$ cat config.mk
export PLATFORM = sky130hd
export DESIGN_NAME = gost_block_cipher_ecb_gamma
export DESIGN_NICKNAME = d
export VERILOG_FILES = /design/src/rtl/core/gbc_pkg.sv /design/src/rtl/core/gbc_round.sv /design/src/rtl/core/gost_block_cipher_ecb_gamma.sv
export VERILOG_INCLUDE_DIRS = /design/src /design/src/rtl/core
export SDC_FILE = /design/constraint.sdc
export NUM_CORES = 2
export LEC_CHECK = 0
export ABC_AREA = 1
export ABC_CLOCK_PERIOD_IN_PS = 12900
export BUFFER_PORTS_ARGS = -buffer_cell sky130_fd_sc_hd__buf_2
export CAP_MARGIN = 20
export CELL_PAD_IN_SITES_DETAIL_PLACEMENT = 0
export CELL_PAD_IN_SITES_GLOBAL_PLACEMENT = 2
export CORE_AREA = 4 4 409 411
export CTS_CLUSTER_SIZE = 25
export DETAILED_ROUTE_END_ITERATION = 10
export DIE_AREA = 0 0 413 415
export GPL_TIMING_DRIVEN = 0
export PLACE_DENSITY = 0.86
export SLEW_MARGIN = 20
export SYNTH_ARGS = -nofsm -noshare
export SYNTH_HDL_FRONTEND = slang
export SYNTH_HIERARCHICAL = 1
export SYNTH_SLANG_ARGS = --single-unit
$ cat constraint.sdc
create_clock -name clk -period 12.9 [get_ports clk]
set_input_delay 0.645 -clock clk [delete_from_list [all_inputs] [get_ports clk]]
set_output_delay 0.645 -clock clk [all_outputs]
set_load 0.1 [all_outputs]
$ cat src/rtl/core/assert_macros.svh
// Assertion macros for the cipher core.
// Included by the files that carry concurrent checks; no other dependencies.
`ifndef ASSERT_MACROS_SVH
`define ASSERT_MACROS_SVH

// Same-cycle implication, disabled while reset is held.
`define ASSERT_SAME(lbl, clk, rst_n, ante, cons, msg) \
  lbl: assert property (@(posedge clk) disable iff (!rst_n) (ante) |-> (cons)) \
    else $error(msg);

// Next-cycle implication, disabled while reset is held.
`define ASSERT_NEXT(lbl, clk, rst_n, ante, cons, msg) \
  lbl: assert property (@(posedge clk) disable iff (!rst_n) (ante) |=> (cons)) \
    else $error(msg);

`endif

$ cat src/rtl/core/gbc_pkg.sv
// Shared types and constants for the GOST 28147-89 cipher core.
// No dependencies; used by gbc_round and gost_block_cipher_ecb_gamma.
package gbc_pkg;

  localparam int unsigned ROUNDS_DEF = 32;
  localparam int unsigned WORD_W     = 32;
  localparam int unsigned BLOCK_W    = 64;
  localparam int unsigned NIBBLES    = 8;
  localparam int unsigned ROT_L      = 11;
  localparam int unsigned CFG_ADDR_W = 3;

  localparam logic [WORD_W-1:0] STEP_HIGH_RST = 32'h0101_0101;
  localparam logic [WORD_W-1:0] STEP_LOW_RST  = 32'h0101_0104;

  typedef enum logic [2:0] {
    OP_LOAD_ROW = 3'd0,
    OP_ENCRYPT  = 3'd1,
    OP_DECRYPT  = 3'd2,
    OP_G_START  = 3'd3,
    OP_G_BLOCK  = 3'd4
  } op_t;

  typedef enum logic [CFG_ADDR_W-1:0] {
    CFG_KEY_01    = 3'd0,
    CFG_KEY_23    = 3'd1,
    CFG_KEY_45    = 3'd2,
    CFG_KEY_67    = 3'd3,
    CFG_STEP_HIGH = 3'd4,
    CFG_STEP_LOW  = 3'd5
  } cfg_addr_t;

  typedef logic [NIBBLES-1:0][BLOCK_W-1:0] sbox_t;

endpackage

$ cat src/rtl/core/gbc_round.sv
// One Feistel round of GOST 28147-89: key add, nibble substitution,
// rotate left, XOR with the other half. Depends on gbc_pkg.
module gbc_round (
  input  logic [gbc_pkg::WORD_W-1:0] half_a,
  input  logic [gbc_pkg::WORD_W-1:0] half_b,
  input  logic [gbc_pkg::WORD_W-1:0] key_word,
  input  gbc_pkg::sbox_t             sbox_rows,
  output logic [gbc_pkg::WORD_W-1:0] round_out
);

  logic [gbc_pkg::WORD_W-1:0] sum;
  logic [gbc_pkg::WORD_W-1:0] sub;

  assign sum = half_a + key_word;

  // Nibble p looks up row p; each row holds 16 four-bit entries.
  always_comb begin
    for (int p = 0; p < gbc_pkg::NIBBLES; p++) begin
      sub[4*p +: 4] = sbox_rows[p][4*sum[4*p +: 4] +: 4];
    end
  end

  assign round_out = {sub[gbc_pkg::WORD_W-gbc_pkg::ROT_L-1:0],
                      sub[gbc_pkg::WORD_W-1:gbc_pkg::WORD_W-gbc_pkg::ROT_L]} ^ half_b;

endmodule

$ cat src/rtl/core/gost_block_cipher_ecb_gamma.sv
// GOST 28147-89 block cipher core: ECB encrypt/decrypt and gamma (counter) mode.
// Rounds: one round per cycle through the single shared round unit; out_tvalid
//   is registered when the last round completes, and the last round of an op that
//   returns a result holds while an earlier result still waits in the output register.
// Flow: in_tready is low while running, so one item finishes before the next;
//   row loads and unused opcodes are taken in idle and produce no transfer.
// Reset (rst_n, synchronous, active low): clear key, rows and counters, set the
//   gamma step registers to their defaults, drop any pending result.
`include "assert_macros.svh"

module gost_block_cipher_ecb_gamma #(
  parameter int unsigned ROUNDS = gbc_pkg::ROUNDS_DEF
) (
  input  logic                              clk,
  input  logic                              rst_n,
  // Configuration write port
  input  logic                              cfg_we,
  input  logic [gbc_pkg::CFG_ADDR_W-1:0]    cfg_addr,
  input  logic [gbc_pkg::BLOCK_W-1:0]       cfg_wdata,
  // Input stream
  input  logic                              in_tvalid,
  output logic                              in_tready,
  input  logic [gbc_pkg::BLOCK_W-1:0]       in_tdata,   // [63:0] block_data
  input  logic [5:0]                        in_tuser,   // [2:0] opcode, [5:3] row_index
  // Result stream
  output logic                              out_tvalid,
  input  logic                              out_tready,
  output logic [gbc_pkg::BLOCK_W-1:0]       out_tdata   // [63:0] result_block
);

  localparam int unsigned RND_W = $clog2(ROUNDS);
  localparam int unsigned W     = gbc_pkg::WORD_W;

  typedef enum logic [1:0] {
    S_IDLE = 2'b01,
    S_RUN  = 2'b10
  } state_t;

  // Control and configuration registers
  state_t                      state_r,   state_nxt;
  logic [RND_W-1:0]            rnd_r,     rnd_nxt;
  gbc_pkg::op_t                op_r,      op_nxt;
  logic [3:0][gbc_pkg::BLOCK_W-1:0] key_r, key_nxt;
  logic [W-1:0]                step_hi_r, step_hi_nxt;
  logic [W-1:0]                step_lo_r, step_lo_nxt;
  gbc_pkg::sbox_t              sbox_r,    sbox_nxt;
  logic [W-1:0]                ctr_lo_r,  ctr_lo_nxt;
  logic [W-1:0]                ctr_hi_r,  ctr_hi_nxt;
  logic [W-1:0]                half_a_r,  half_a_nxt;
  logic [W-1:0]                half_b_r,  half_b_nxt;
  logic [gbc_pkg::BLOCK_W-1:0] data_r,    data_nxt;
  logic                        out_vld_r, out_vld_nxt;
  logic [gbc_pkg::BLOCK_W-1:0] out_data_r, out_data_nxt;

  // Datapath helpers
  gbc_pkg::op_t                in_op;
  logic [2:0]                  in_row;
  logic                        accept;
  logic                        last_rnd;
  logic                        out_busy;
  logic                        need_out;
  logic                        fwd;
  logic [2:0]                  kidx;
  logic [gbc_pkg::BLOCK_W-1:0] kpair;
  logic [W-1:0]                key_word;
  logic [W-1:0]                round_out;
  logic [W-1:0]                ctr_lo_step;
  logic [W:0]                  hi_sum;
  logic [W-1:0]                ctr_hi_step;
  logic [gbc_pkg::BLOCK_W-1:0] cipher_out;

  assign in_op    = gbc_pkg::op_t'(in_tuser[2:0]);
  assign in_row   = in_tuser[5:3];
  assign in_tready = (state_r == S_IDLE);
  assign accept   = in_tvalid && in_tready;
  assign last_rnd = (rnd_r == RND_W'(ROUNDS - 1));
  assign out_busy = out_vld_r && !out_tready;
  assign need_out = (op_r == gbc_pkg::OP_ENCRYPT) || (op_r == gbc_pkg::OP_DECRYPT) ||
                    (op_r == gbc_pkg::OP_G_BLOCK);

  // Key order: forward for the first three octets on encrypt, for the first
  // octet only on decrypt; reversed octets count key words down from seven.
  assign fwd      = (op_r == gbc_pkg::OP_DECRYPT) ? (rnd_r < RND_W'(8))
                                                  : (rnd_r < RND_W'(ROUNDS - 8));
  assign kidx     = fwd ? rnd_r[2:0] : ~rnd_r[2:0];
  assign kpair    = key_r[kidx[2:1]];
  assign key_word = kidx[0] ? kpair[2*W-1:W] : kpair[W-1:0];

  gbc_round u_round (
    .half_a    (half_a_r),
    .half_b    (half_b_r),
    .key_word  (key_word),
    .sbox_rows (sbox_r),
    .round_out (round_out)
  );

  // Final round leaves half A in place and writes the new value to half B.
  assign cipher_out = {round_out, half_a_r};

  // Counter step: low half wraps mod 2^32, high half with end-around carry.
  assign ctr_lo_step = ctr_lo_r + step_lo_r;
  assign hi_sum      = {1'b0, ctr_hi_r} + {1'b0, step_hi_r};
  assign ctr_hi_step = hi_sum[W-1:0] + {{(W-1){1'b0}}, hi_sum[W]};

  always_comb begin
    state_nxt    = state_r;
    rnd_nxt      = rnd_r;
    op_nxt       = op_r;
    key_nxt      = key_r;
    step_hi_nxt  = step_hi_r;
    step_lo_nxt  = step_lo_r;
    sbox_nxt     = sbox_r;
    ctr_lo_nxt   = ctr_lo_r;
    ctr_hi_nxt   = ctr_hi_r;
    half_a_nxt   = half_a_r;
    half_b_nxt   = half_b_r;
    data_nxt     = data_r;
    out_data_nxt = out_data_r;
    out_vld_nxt  = out_vld_r && !out_tready;

    // Configuration writes; addresses past the list are dropped.
    if (cfg_we) begin
      unique case (gbc_pkg::cfg_addr_t'(cfg_addr))
        gbc_pkg::CFG_KEY_01:    key_nxt[0]  = cfg_wdata;
        gbc_pkg::CFG_KEY_23:    key_nxt[1]  = cfg_wdata;
        gbc_pkg::CFG_KEY_45:    key_nxt[2]  = cfg_wdata;
        gbc_pkg::CFG_KEY_67:    key_nxt[3]  = cfg_wdata;
        gbc_pkg::CFG_STEP_HIGH: step_hi_nxt = cfg_wdata[W-1:0];
        gbc_pkg::CFG_STEP_LOW:  step_lo_nxt = cfg_wdata[W-1:0];
        default: ;
      endcase
    end

    unique case (state_r)
      S_IDLE: begin
        if (accept) begin
          op_nxt   = in_op;
          rnd_nxt  = '0;
          data_nxt = in_tdata;
          case (in_op) inside
            gbc_pkg::OP_LOAD_ROW: sbox_nxt[in_row] = in_tdata;
            gbc_pkg::OP_ENCRYPT, gbc_pkg::OP_DECRYPT, gbc_pkg::OP_G_START: begin
              half_a_nxt = in_tdata[W-1:0];
              half_b_nxt = in_tdata[2*W-1:W];
              state_nxt  = S_RUN;
            end
            gbc_pkg::OP_G_BLOCK: begin
              ctr_lo_nxt = ctr_lo_step;
              ctr_hi_nxt = ctr_hi_step;
              half_a_nxt = ctr_lo_step;
              half_b_nxt = ctr_hi_step;
              state_nxt  = S_RUN;
            end
            default: ;
          endcase
        end
      end
      S_RUN: begin
        if (!last_rnd) begin
          half_b_nxt = half_a_r;
          half_a_nxt = round_out;
          rnd_nxt    = rnd_r + RND_W'(1);
        end else if (!(need_out && out_busy)) begin
          // Result-producing ops hold on the last round until the output register is free.
          half_b_nxt = round_out;
          state_nxt  = S_IDLE;
          if (op_r == gbc_pkg::OP_G_START) begin
            ctr_lo_nxt = cipher_out[W-1:0];
            ctr_hi_nxt = cipher_out[2*W-1:W];
          end else begin
            out_vld_nxt  = 1'b1;
            out_data_nxt = (op_r == gbc_pkg::OP_G_BLOCK) ? (data_r ^ cipher_out)
                                                         : cipher_out;
          end
        end
      end
      default: state_nxt = S_IDLE;
    endcase
  end

  always_ff @(posedge clk) begin
    if (!rst_n) begin
      state_r   <= S_IDLE;
      rnd_r     <= '0;
      op_r      <= gbc_pkg::OP_LOAD_ROW;
      key_r     <= '0;
      step_hi_r <= gbc_pkg::STEP_HIGH_RST;
      step_lo_r <= gbc_pkg::STEP_LOW_RST;
      sbox_r    <= '0;
      ctr_lo_r  <= '0;
      ctr_hi_r  <= '0;
      half_a_r  <= '0;
      half_b_r  <= '0;
      out_vld_r <= 1'b0;
    end else begin
      state_r   <= state_nxt;
      rnd_r     <= rnd_nxt;
      op_r      <= op_nxt;
      key_r     <= key_nxt;
      step_hi_r <= step_hi_nxt;
      step_lo_r <= step_lo_nxt;
      sbox_r    <= sbox_nxt;
      ctr_lo_r  <= ctr_lo_nxt;
      ctr_hi_r  <= ctr_hi_nxt;
      half_a_r  <= half_a_nxt;
      half_b_r  <= half_b_nxt;
      out_vld_r <= out_vld_nxt;
    end
  end

  always_ff @(posedge clk) begin
    data_r     <= data_nxt;
    out_data_r <= out_data_nxt;
  end

  assign out_tvalid = out_vld_r;
  assign out_tdata  = out_data_r;

  // Checks
  `ASSERT_SAME(a_state_onehot, clk, rst_n, 1'b1, $onehot(state_r), "state not one-hot")
  `ASSERT_SAME(a_out_from_run, clk, rst_n, $rose(out_vld_r), $past(state_r) == S_RUN, "result without cipher run")
  `ASSERT_NEXT(a_rnd_advance, clk, rst_n, state_r == S_RUN && !last_rnd, rnd_r == $past(rnd_r) + RND_W'(1), "round counter did not advance")
  `ASSERT_NEXT(a_start_no_out, clk, rst_n, accept && in_op == gbc_pkg::OP_LOAD_ROW, state_r == S_IDLE, "row load left idle")

endmodule
==> results.md <==
- Headroom to the max-slew limit came out at 13.2%.
- The detailed router placed about 59000 vias in this run.
- Once detailed placement completed, the half-perimeter wirelength came to 210 mm.
- The run finished with clean final reports.
- The class of the most critical hold timing path is in2reg.
- In this run the worst path has a maximum fanout of 10.
- STA classifies the critical path startpoint as a flip-flop.
- The slack of the worst reg-to-reg path is 4.94 ns.
- The first global-routing pass estimated approximately 400 mm of wire.
- Post-CTS timing repair inserted 0 buffers for setup.
- The post-detailed-route via-to-cell ratio is ~5.4.
- The most used flip-flop cell after synthesis is sky130_fd_sc_hd__dfxtp_1.
- The initial antenna violation count is 57.
- The worst-skew pair later-pin latency is ~0.80 ns.
- In the routed design, unresolved DRC markers number 0.
- Cells with a size suffix above 1 make up under 10% of the layout.
- The reported leakage power is around 0.027 µW.
- The starting density of the core is between 30% and 40%.
- The share of flip-flops with an asynchronous set or reset is 0%.
- The critical path class is reg2reg.
- In this run the critical register-to-register path is captured at out_tdata[50]$_DFFE_PP_.
- Sorting the synthesized cells by area gives the leading types as sky130_fd_sc_hd__dfxtp_1, sky130_fd_sc_hd__o21ai_0, sky130_fd_sc_hd__nand2_1.
- The worst register-to-register path begins at op_r[2]$_SDFFE_PN0P_.
- The fraction of power consumed by the clock network is between 30% and 40%.
- The via count of the first global-routing pass is between 50000 and 60000.
- The portion of total power attributed to combinational logic is 32.2%.
- The final max-slew violation count is 0.
- The clock skew after layout is roughly 0.056 ns.
- On the final layout, the worst hold slack is between 0.1 and 0.15 ns.
- The average size of a mapped cell is 6.91 µm².
- Global routing used between 30% and 40% of the available tracks.
- VDD sags by at most 0.161 mV.
- In this run the biggest area consumer among cell types represents approximately a third of the synthesized area.
- For the pin with the worst max-slew slack, the measured transition is between 1 and 1.5 ns.
- For this run, the number of Yosys warnings is 6.
- The ratio of final minimum period to clock period is 61.7%.
- Sequential cells were found to cover 40.8% of the synthesized design area.
- The beginning of the critical path is op_r[2]$_SDFFE_PN0P_.
- The cell row count is 149.
- Power spread over the standard cell area amounts to between 150 and 200 nW/µm².
- The floorplan step set the die width to 413 µm.
- The congestion estimate from routability-driven global placement came to 1.03.
- The post-route core utilization is 40.0%.
- The H-tree depth reported by CTS is 4.
- The count of flip-flops with a built-in enable after synthesis is between 100 and 150.
- TritonCTS built the clock tree.
- For the worst setup path, the data required time is 13.37 ns.
- The count of antenna-violating nets left after detailed routing is 0.
- The minimum clock period is ~8 ns.
- The mapped netlist covers between 50000 and 60000 µm².
- The number of maximum-capacitance violations is 0.
- The total wire length is approximately 280 mm.
- Counting distinct cell types in the post-synthesis netlist gives 63.
- For the worst setup path, the data arrival time is 8.43 ns.
- For this run, the top clock speed supported by timing is approximately 0.13 GHz.
- The count of endpoints failing hold in the final timing report came to 0.
- The longest clock path from root to sink contains 3 buffers.
- From bottom edge to top edge, the die measures between 400 and 500 µm.
- The total of flip-flops plus latches after synthesis is approximately 1100.
- The core region is 164000 µm².
- After detailed routing, the average wire length per cell comes to ~26 µm.
- The number of cells on the worst reg-to-reg path is 23.
- For this run, the detailed router's first-pass iteration total came to 8.
- The maximum number of pins on one net before global-route repair is 27.
- The internal power of the cells totals between 6000 and 7000 µW.
- The most repeated cell in the gate-level netlist after synthesis is sky130_fd_sc_hd__nand2_1.
- Net switching is 39.7% of the power.
- The worst setup path is captured at a flip-flop.
- In this run the worst setup path terminates at out_tdata[50]$_DFFE_PP_.
- The number of setup violations in the final report is 0.
- Setup repair after global routing left no endpoint under its margin.
- The number of clock buffers added by TritonCTS is 137.
- The buffer type at the clock tree root is sky130_fd_sc_hd__clkbuf_16.
- The synthesized design spends more area on one cell type than any other, namely sky130_fd_sc_hd__dfxtp_1.
- The number of clock sinks is roughly 1100.
- The die area is 171000 µm².
- The final setup TNS is 0 ns.
- The count of buffers inserted at the top-level ports is a little over 200.
- The portion of total power attributed to sequential cells is about a third.
- The synthesized net count is approximately 8500.
- The synthesized instance count is slightly above 8000.
- In this run, post-CTS repair resized a total of 0 instances.
- From synthesis to final layout, the design area changed by 15.2%.
- In this run, the number of DRC markers left after iteration 0 of detailed routing was 6744.
- The number of placed I/O pins is around 210.
- Summed over all nets, the switching power comes to 4510 µW.
- Counting instances in the post-synthesis netlist gives the leading cell types as sky130_fd_sc_hd__nand2_1, sky130_fd_sc_hd__o21ai_0, sky130_fd_sc_hd__inv_1.
- The clock slew seen by the registers of the worst setup and hold paths is 0.06 ns.
- The overflow left after global routing is 0.
- Buffers inserted to repair hold after CTS numbered 0.
- The final layout net count is slightly below 9000.
## registers in the layout (all words and copies together), names as in the netlist, 5 cells and up
register   count
sbox_r       512
key_r        256
data_r        64
out_tdata     64
ctr_hi_r      32
ctr_lo_r      32
half_a_r      32
half_b_r      32
step_hi_r     32
step_lo_r     32
rnd_r          5
## routing by layer
metal / wire (µm) / share of wire [%] / GRT usage, % / up-vias
li1: - / - / - / 27600
met4: 15600 / 5.6 / 15.5 / 20
met1: 120000 / 43 / 43.6 / 28000
met3: 24700 / 8.8 / 5.82 / 528
met2: 118000 / 42 / 46.8 / 2606
met5: 136 / 0.049 / 0 / -
## metrics by stage
stage / area, µm² / setup slack [ns] / instances / power (µW)
after floorplan: 57000 / 7.19 / 8254 / 5750
after global placement: 60800 / 4.47 / 10600 / 7350
after detailed placement: 61000 / 5.26 / 10700 / 7340
after CTS: 65600 / 5.26 / 10900 / 11300
after global routing: 65600 / 4.77 / 10900 / 11800
final: 65700 / 4.94 / 10900 / 11400
## power by group through the flow
stage / logic (µW) / registers (µW) / clock network [µW]
3_5_place_dp: 3540 / 3800 / 0
4_1_cts: 3560 / 3720 / 4030
2_1_floorplan: 2020 / 3730 / 0
5_1_grt: 3880 / 3730 / 4160
6_report: 3660 / 3730 / 3990
3_3_place_gp: 3550 / 3800 / 0
## worst max-delay path: stages, from the launching register on
cell                        delay (ns)
sky130_fd_sc_hd__dfxtp_1          0.39
sky130_fd_sc_hd__inv_1            0.07
sky130_fd_sc_hd__o2111ai_1        0.12
sky130_fd_sc_hd__nand2_1          0.16
sky130_fd_sc_hd__xor2_1           0.82
sky130_fd_sc_hd__clkbuf_1         0.60
sky130_fd_sc_hd__buf_2            0.40
sky130_fd_sc_hd__o211ai_1         0.17
sky130_fd_sc_hd__a31oi_1          0.47
sky130_fd_sc_hd__ha_1             0.29
sky130_fd_sc_hd__inv_1            0.07
sky130_fd_sc_hd__fa_1             0.40
sky130_fd_sc_hd__inv_1            0.07
sky130_fd_sc_hd__nand3_1          0.06
sky130_fd_sc_hd__nand2_1          0.17
sky130_fd_sc_hd__xor2_1           0.70
sky130_fd_sc_hd__clkbuf_1         0.56
sky130_fd_sc_hd__o21ai_0          0.24
sky130_fd_sc_hd__o21ai_0          0.22
sky130_fd_sc_hd__a21oi_1          0.07
sky130_fd_sc_hd__o21ai_1          0.52
sky130_fd_sc_hd__xor2_1           0.29
sky130_fd_sc_hd__inv_1            0.11
sky130_fd_sc_hd__xor2_1           0.64
## area by class of cell
type                    instances  area [µm²]
inverters                    1176        4410
flip-flops and latches       1099       23300
fillers                     17600       98400
clock inverters                49         584
repair buffers                214        1200
multi-input cells            5497       27400
well taps                    2189        2740
plain buffers                 482        2010
clock buffers                 202        4030
diodes                         18        45.0
## cells by family after synthesis
| family | share of synthesized area [%] |
|---|---|
| AO/OA/AOI/OAI | 21.8 |
| flip-flops | 40.8 |
| XOR/XNOR | 2.26 |
| multiplexers | 0.281 |
| adder cells (fa/ha/maj) | 2.28 |
| buffers and inverters | 11.3 |
| AND/OR/NAND/NOR | 21.3 |
## cells in the final DEF (no fill, tap or decap), types with 8 or more instances in the layout
master,instances
sky130_fd_sc_hd__nand2_1,1365
sky130_fd_sc_hd__o21ai_0,1157
sky130_fd_sc_hd__inv_1,1153
sky130_fd_sc_hd__dfxtp_1,971
sky130_fd_sc_hd__nor2_1,953
sky130_fd_sc_hd__a21oi_1,755
sky130_fd_sc_hd__clkbuf_1,431
sky130_fd_sc_hd__nand3_1,350
sky130_fd_sc_hd__buf_2,249
sky130_fd_sc_hd__o211ai_1,146
sky130_fd_sc_hd__clkbuf_16,141
sky130_fd_sc_hd__edfxtp_1,128
sky130_fd_sc_hd__ha_1,99
sky130_fd_sc_hd__a31oi_1,98
sky130_fd_sc_hd__nor3_1,81
sky130_fd_sc_hd__xor2_1,71
sky130_fd_sc_hd__xnor2_1,60
sky130_fd_sc_hd__o21bai_1,54
sky130_fd_sc_hd__nand2_2,36
sky130_fd_sc_hd__o21ai_1,33
sky130_fd_sc_hd__clkbuf_8,27
sky130_fd_sc_hd__nand4_1,25
sky130_fd_sc_hd__or2_2,21
sky130_fd_sc_hd__nor2_2,19
sky130_fd_sc_hd__diode_2,18
sky130_fd_sc_hd__a22oi_1,18
sky130_fd_sc_hd__clkinv_2,18
sky130_fd_sc_hd__mux2i_1,16
sky130_fd_sc_hd__inv_2,15
sky130_fd_sc_hd__nand3_2,15
sky130_fd_sc_hd__buf_1,13
sky130_fd_sc_hd__buf_4,12
sky130_fd_sc_hd__nor3_2,11
sky130_fd_sc_hd__clkinv_1,10
sky130_fd_sc_hd__o31ai_1,10
sky130_fd_sc_hd__o22ai_1,10
sky130_fd_sc_hd__buf_6,9
sky130_fd_sc_hd__nand3b_1,9
sky130_fd_sc_hd__a21oi_2,8
## how the worst min path moves through the flow
| stage | from | to | slack [ns] | cells past startpoint |
|---|---|---|---|---|
| final | in_tuser[1] | op_r[1]$_SDFFE_PN0P_ | 0.13 | 3 |
| after global routing | in_tuser[1] | op_r[1]$_SDFFE_PN0P_ | 0.12 | 3 |
| after CTS | in_tuser[1] | op_r[1]$_SDFFE_PN0P_ | 0.08 | 3 |
| after detailed placement | sbox_r[278]$_SDFFE_PN0P_ | sbox_r[278]$_SDFFE_PN0P_ | 0.43 | 2 |
| after global placement | sbox_r[145]$_SDFFE_PN0P_ | sbox_r[145]$_SDFFE_PN0P_ | 0.43 | 2 |
| after floorplan | sbox_r[123]$_SDFFE_PN0P_ | sbox_r[123]$_SDFFE_PN0P_ | 0.42 | 2 |
Power figures use the tool's default switching activity.
